<file path="src/design/bc128_pkg.sv">
// Shared constants, register codes and the controller-to-datapath command word.
`default_nettype none

package bc128_pkg;

  localparam int ROUNDS_DEF = 14;
  localparam int HALF_W     = 64;
  localparam int WORD_W     = 32;
  localparam int BLOCK_W    = 128;
  localparam int CFG_IDX_W  = 2;

  localparam logic [CFG_IDX_W-1:0] REG_KEY_HIGH = CFG_IDX_W'(0);
  localparam logic [CFG_IDX_W-1:0] REG_KEY_LOW  = CFG_IDX_W'(1);

  localparam logic [WORD_W-1:0] KS_MAT   = 32'hb881b9ca;
  localparam logic [WORD_W-1:0] KS_RC0   = 32'h00000080;
  localparam logic [WORD_W-1:0] KS_RC1   = 32'h00006a00;
  localparam logic [WORD_W-1:0] KS_RC2   = 32'h003f0000;
  localparam logic [WORD_W-1:0] KS_RC3   = 32'h24000000;

  localparam logic [WORD_W-1:0] ENC_MAT0 = 32'ha3861085;
  localparam logic [WORD_W-1:0] ENC_MAT1 = 32'h63417021;
  localparam logic [WORD_W-1:0] ENC_MAT2 = 32'h692cf280;
  localparam logic [WORD_W-1:0] ENC_MAT3 = 32'h48a54813;

  localparam logic [WORD_W-1:0] DEC_MAT0 = 32'h2037a121;
  localparam logic [WORD_W-1:0] DEC_MAT1 = 32'h108ff2a0;
  localparam logic [WORD_W-1:0] DEC_MAT2 = 32'h9054d8c0;
  localparam logic [WORD_W-1:0] DEC_MAT3 = 32'h3354b117;

  typedef struct packed {
    logic key_wr_hi;
    logic key_wr_lo;
    logic load_in;
    logic load_key;
    logic exp_step;
    logic round;
    logic first;
    logic last;
    logic rk_use_in;
    logic out_load;
    logic out_from_round;
  } bc_cmd_t;

endpackage

`default_nettype wire

</file>
<file path="src/design/bc128_ctrl.sv">
// Controller: sequences key expansion, rounds and result hand-off.
`default_nettype none

module bc128_ctrl #(
  parameter int ROUNDS = bc128_pkg::ROUNDS_DEF,
  parameter int IDX_W  = $clog2(ROUNDS + 1)
) (
  input  wire logic                           clk,
  input  wire logic                           rst_n,
  input  wire logic                           in_valid,
  output      logic                           in_stall,
  output      logic                           out_valid,
  input  wire logic                           out_stall,
  input  wire logic                           cfg_valid,
  output      logic                           cfg_ready,
  input  wire logic [bc128_pkg::CFG_IDX_W-1:0] cfg_index,
  output      bc128_pkg::bc_cmd_t             cmd,
  output      logic [IDX_W-1:0]               cnt,
  output      logic [IDX_W-1:0]               rk_cnt
);
  import bc128_pkg::*;

  typedef enum logic [2:0] {
    S_IDLE,
    S_EXPAND,
    S_PREP,
    S_RUN,
    S_HOLD
  } state_t;

  localparam logic [IDX_W-1:0] LAST_RND  = IDX_W'(ROUNDS);
  localparam logic [IDX_W-1:0] LAST_STEP = IDX_W'(ROUNDS - 1);

  state_t           state_r, state_nxt;
  logic [IDX_W-1:0] cnt_r, cnt_nxt;
  logic             sched_ok_r, sched_ok_nxt;
  logic             out_valid_r, out_valid_nxt;
  logic             out_free;

  assign out_free  = !out_valid_r || !out_stall;
  assign in_stall  = (state_r != S_IDLE);
  assign cfg_ready = (state_r == S_IDLE) && !in_valid;
  assign out_valid = out_valid_r;
  assign cnt       = cnt_r;

  always_comb begin
    state_nxt     = state_r;
    cnt_nxt       = cnt_r;
    sched_ok_nxt  = sched_ok_r;
    out_valid_nxt = out_valid_r;
    cmd           = '0;
    rk_cnt        = '0;

    if (out_valid_r && !out_stall) begin
      out_valid_nxt = 1'b0;
    end

    if (cfg_valid && cfg_ready) begin
      case (cfg_index)
        REG_KEY_HIGH: begin
          cmd.key_wr_hi = 1'b1;
          sched_ok_nxt  = 1'b0;
        end
        REG_KEY_LOW: begin
          cmd.key_wr_lo = 1'b1;
          sched_ok_nxt  = 1'b0;
        end
        default: ;
      endcase
    end

    case (state_r)
      S_IDLE: begin
        cmd.rk_use_in = 1'b1;
        if (in_valid) begin
          cmd.load_in = 1'b1;
          cnt_nxt     = '0;
          if (!sched_ok_r) begin
            cmd.load_key = 1'b1;
            state_nxt    = S_EXPAND;
          end else begin
            state_nxt = S_RUN;
          end
        end
      end
      S_EXPAND: begin
        cmd.exp_step = 1'b1;
        if (cnt_r == LAST_STEP) begin
          sched_ok_nxt = 1'b1;
          cnt_nxt      = '0;
          state_nxt    = S_PREP;
        end else begin
          cnt_nxt = cnt_r + IDX_W'(1);
        end
      end
      S_PREP: begin
        cnt_nxt   = '0;
        state_nxt = S_RUN;
      end
      S_RUN: begin
        cmd.round = 1'b1;
        cmd.first = (cnt_r == '0);
        cmd.last  = (cnt_r == LAST_RND);
        if (cnt_r == LAST_RND) begin
          rk_cnt = cnt_r;
          if (out_free) begin
            cmd.out_load       = 1'b1;
            cmd.out_from_round = 1'b1;
            out_valid_nxt      = 1'b1;
            state_nxt          = S_IDLE;
          end else begin
            state_nxt = S_HOLD;
          end
        end else begin
          rk_cnt  = cnt_r + IDX_W'(1);
          cnt_nxt = cnt_r + IDX_W'(1);
        end
      end
      S_HOLD: begin
        if (out_free) begin
          cmd.out_load  = 1'b1;
          out_valid_nxt = 1'b1;
          state_nxt     = S_IDLE;
        end
      end
      default: begin
        state_nxt = S_IDLE;
      end
    endcase
  end

  always_ff @(posedge clk) begin
    if (!rst_n) begin
      state_r     <= S_IDLE;
      cnt_r       <= '0;
      sched_ok_r  <= 1'b0;
      out_valid_r <= 1'b0;
    end else begin
      state_r     <= state_nxt;
      cnt_r       <= cnt_nxt;
      sched_ok_r  <= sched_ok_nxt;
      out_valid_r <= out_valid_nxt;
    end
  end

endmodule

`default_nettype wire

</file>
<file path="config.mk">
export PLATFORM = sky130hd
export DESIGN_NAME = bc128_ctrl
export DESIGN_NICKNAME = d
export VERILOG_FILES = /design/src/design/bc128_pkg.sv /design/src/design/bc128_ctrl.sv
export SDC_FILE = /design/constraint.sdc
export NUM_CORES = 1
export LEC_CHECK = 0
export BUFFER_PORTS_ARGS = -buffer_cell sky130_fd_sc_hd__buf_2
export CAP_MARGIN = 20
export CORE_ASPECT_RATIO = 0.7
export CORE_MARGIN = 1.5
export CORE_UTILIZATION = 31
export CTS_BUF_LIST = sky130_fd_sc_hd__clkbuf_4 sky130_fd_sc_hd__clkbuf_8 sky130_fd_sc_hd__clkbuf_16
export DETAILED_ROUTE_END_ITERATION = 7
export PLACE_DENSITY_LB_ADDON = 0.08
export SYNTH_ARGS = -nofsm -noshare
export SYNTH_HDL_FRONTEND = slang
export SYNTH_SLANG_ARGS = --single-unit
</file>
<file path="constraint.sdc">
create_clock -name clk -period 2.23 [get_ports clk]
set_clock_uncertainty 0.1 [all_clocks]
set_input_delay 0 -clock clk [delete_from_list [all_inputs] [get_ports clk]]
set_output_delay 0 -clock clk [all_outputs]
set_load 0.02 [all_outputs]
</file>
After elaboration in Yosys (flattened, before gate mapping)
Cells that the tools add are included.

cells by class
  div/mod/pow operators = 0
  magnitude comparators = 0
  bitwise operators = 0
  muxes and demuxes = 34
  shifts and indexed selects = 0
  add/sub/neg operators = 1
  eq/ne operators = 11
  multiply operators = 0
  reduce and logical (&&, ||, !) cells = 15

operator list
  cell                                           number
  two-way mux 3 bit                              6
  two-way mux 4 bit                              4
  one-hot mux 4 bit (4 select lines)             1
  one-hot mux 3 bit (5 select lines)             1
  two-way mux 1 bit                              14
  two-way mux 2 bit                              6
  == test 4 bit, second input constant           2
  != test 2 bit, second input constant           4
  == test 3 x 2 -> 1 bit, second input constant  2
  adder 4 x 1 -> 4 bit, second input constant    1
  zero test 4 bit                                1
  one-hot mux 1 bit (2 select lines)             2
  AND reduction 4 bit                            1
  nonzero test 4 bit                             1
  == test 3 x 1 -> 1 bit, second input constant  1
  == test 3 bit, second input constant           1
  logical AND 1 bit                              3
  zero test 1 bit                                3
  zero test 3 bit                                1
  nonzero test 3 bit                             1
  == test 2 x 1 -> 1 bit, second input constant  1
  zero test 2 bit                                1
  AND reduction 2 bit                            1
  OR reduction 2 bit                             1
  logical OR 1 bit                               1

storage, ports and cells
  latch bits = 0
  memory bits (read-only) = 0
  output and inout bits = 22
  register bits after elaboration = 9
  memories = 0
  input port bits = 7
  memory bits (writable) = 0

Logic depth before layout (Yosys ltp)
  word-level depth = 6
  depth in mapped cells = 6
  mapped depth without buffers = 6

Worst setup path after synthesis
No wires, ideal clock.

  path type = flip-flop to output port
  start = register cnt_r[1] (netlist: cnt[1])
  end = output cmd[1] (netlist name)
  slack = 0.296 ns
  stages on the path, launching flop included = 6
  required time = 2.130 ns
  arrival = 1.834 ns
  path through = dfxtp_1 -> ha_1 -> nand3_1 -> nor2_1 -> a21oi_1 -> a21oi_1

RTL lines
  element                 RTL line           RTL
  from (decl)             bc128_ctrl.sv:35   logic [IDX_W-1:0] cnt_r, cnt_nxt;
  from (signal assigned)  bc128_ctrl.sv:140  cnt_r <= cnt_nxt;
  to (decl)               bc128_ctrl.sv:17   output bc128_pkg::bc_cmd_t cmd,

==> flow_summary.yaml <==
status:
  status: "finished, final reports clean"
min_path:
  min_path_type: "in2reg"
  hp-start: "cfg_valid"
clocking:
  cts_root_buf: "clkbuf_4"
  cts_buffers: 3
  worstSkewPairLatency_ns: 0.27
  cts_hold_buffers: 2
  cts_max_path_buffers: 2
  clock_sinks: 9
  clkTransAtPathRegs_ns: 0.07
  post_cts_buffers: 0
  htree_levels: 1
  post_cts_resized: 0
  cts_tree: "yes"
floorplan:
  ioPinCount: 29
  start_util: 0.328
  coreArea_um2: 1850
  chipWidth_um: 55.9
  die_area_um2: 2240
  rows: 13
  chipHeight_um: 40.1
placed_design:
  dp_hpwl_um: 1160
  place_congestion: 0.801
  io_buffers: 28
logic_synthesis:
  synth_fa_ha_area_frac: 0.0823
  synth_fp_nets: 95
  synth_mux_area_frac: 0
  synth_edf_count: 0
  synth_area_um2: 608
  synth-compound-area-share: 0.195
  avgSynthCellArea_um2: 7.24
  synth_warnings: 0
  synth_xor_area_frac: 0.0288
  synth.yosys.seq_area_share: 0.296
  async_flop_share: 0
  ys.flop_type: "dfxtp_1"
  ys_types: 28
  yosys.area_share.simple: 0.325
  syn_inst: 84
  ys_ff_latch: 9
  synth_top_family_by_area: "simple AND/OR/NAND/NOR gates"
final_layout:
  antennaDiodeCount: 0
  layout.nets: 128
  syn2layout_area_growth_pct: 34.2
  drive_above_1_share: 0.293
sta:
  fmax_ghz: 0.506
  fin_tns_setup_ns: 0
  hold_ws_ns: 0.00220
  period_minus_slack_ns: 1.97
  finalCritPeriodShare: 0.885
  setup_violations: 0
  worst_slew_pin_slew_ns: 0.389
  rsz0062_at_grt: "false"
  max-slew-margin-rel: 0.740
  finalMaxSlewViolations: 0
  timing.final.hold_violations: 0
global_route:
  grt_use_total: 0.132
  busiest_layer: "met2"
  grtUsageMet1: 0.183
  grt_pass1_vias: 502
  use_met2: 0.202
  antenna_found_initial: 0
  grt.overflow.total: 0
  use_met3: 0.0581
  grt_pass1_wl_um: 2230
  grt_max_degree: 12
worst_setup_path:
  ff2ff_setup_slack_ns: 0.42
  cp_common_cell: "a21oi_1"
  crit_start: "cnt[0]$_SDFFE_PN0P_"
  critPathTopFamily: "simple AND/OR/NAND/NOR gates"
  crit_path_start_kind: "flop"
  crit_chain: "inv_1 > ha_1 > nand3_1 > nor2_1 > a21oi_1 > a21oi_1 > buf_2"
  r2r_start: "cnt[0]$_SDFFE_PN0P_"
  worst_setup_path_end_kind: "primary output"
  crit_required_ns: 2.13
  arrival_ns: 1.87
  cpMaxStageDelayCell: "dfxtp_1"
  worst-path-buf-inv: 2
  worstPathMaxFanout: 8
  worst_path_largest_cell_delay_ns: 0.38
  path_class: "reg2out"
route:
  vias: 662
  drt-total-wl_um: 1550
  wl_per_cell_um: 11.2
  routed_via_density: 4.80
  dr.pass1.iters: 4
  drtIter0Drc: 21
  drc: 0
  drtAntennaViolNets: 0
job:
  drv_cap: 0
pwr:
  worst_ir_drop_vdd_mv: 0.234
  leakagePower_uw: 0.000409
  p_per_area_nw_per_um2: 511
layer usage:
metal | share of wire | vias up | wire [um]
li1 | - | 359 | -
met1 | 0.56 | 285 | 861
met2 | 0.39 | 18 | 606
met3 | 0.051 | 0 | 79
met4 | 0 | 0 | 0
met5 | 0 | - | 0
through the flow:
step	util	setup slack, ns	total power [uW]	instances	instance area (um^2)
6_report	0.440	0.256	417	138	816
5_1_grt	0.440	0.113	432	138	816
4_1_cts	0.440	0.242	415	138	816
3_5_place_dp	0.413	0.459	272	132	766
3_3_place_gp	0.413	0.494	273	132	766
2_1_floorplan	-	0.296	240	84	608
final cells by class:
type / instances / area, um^2
well taps: 22 / 27.5
fillers: 194 / 1040
repair buffers: 31 / 168
flip-flops and latches: 9 / 180
multi-input cells: 65 / 384
inverters: 7 / 26.3
clock buffers: 4 / 30.0
state kept, by name, indices dropped and copies added, names as in the netlist:
register	flops
cnt	4
state_r	3
out_valid	1
sched_ok_r	1
logic make-up (layout without fill, tap and decap cells):
logic type | count (synthesis) | after routing
compound gates | 20 | 20
xor+xnor | 2 | 2
fa+ha+maj | 4 | 4
buf+inv | 10 | 42
flops | 9 | 9
simple gates | 39 | 39
cells in the mapped netlist (2+ instances only):
cell | n | area, um^2
a21oi_1 | 11 | 55.1
nor3_1 | 5 | 25.0
nand2_1 | 7 | 26.3
and2_1 | 4 | 25.0
nand3_1 | 5 | 25.0
o21ai_0 | 3 | 15.0
nor2b_1 | 2 | 12.5
nor2_1 | 9 | 33.8
dfxtp_1 | 9 | 180
or3_1 | 2 | 12.5
ha_1 | 4 | 50.1
inv_1 | 7 | 26.3
cell usage in the layout (no fill, tap or decap), types with 2 or more instances in the layout:
cell / synthesis / final
nor2_1: 9 / 9
ha_1: 4 / 4
nor3_1: 5 / 5
inv_1: 7 / 7
clkbuf_4: 0 / 4
and2_1: 4 / 4
dlygate4sd3_1: 0 / 2
o21ai_0: 3 / 3
nor2b_1: 2 / 2
buf_2: 1 / 28
dfxtp_1: 9 / 9
or3_1: 2 / 2
nand3_1: 5 / 5
a21oi_1: 11 / 11
nand2_1: 7 / 7
where the power goes:
group,internal [uW],leakage (uW),switching [uW]
clock network,81.4,0.0000184,63.4
logic,36.3,0.000317,58.5
registers,166,0.0000733,11.0
worst min-delay path: stages:
cell and delay [ns]:
buf_2 0.08, nand3_1 0.10, nand2_1 0.09, a21oi_1 0.05
path summary, 6_finish.rpt:
kind | cells after the start | to
worst min register to register | 2 | sched_ok_r$_SDFF_PN0_
worst max register to register | 6 | cnt[0]$_SDFFE_PN0P_
worst min-delay path | 4 | sched_ok_r$_SDFF_PN0_
worst max-delay path | 7 | cmd[1]
Note: power is estimated with default switching activity, not from simulation.
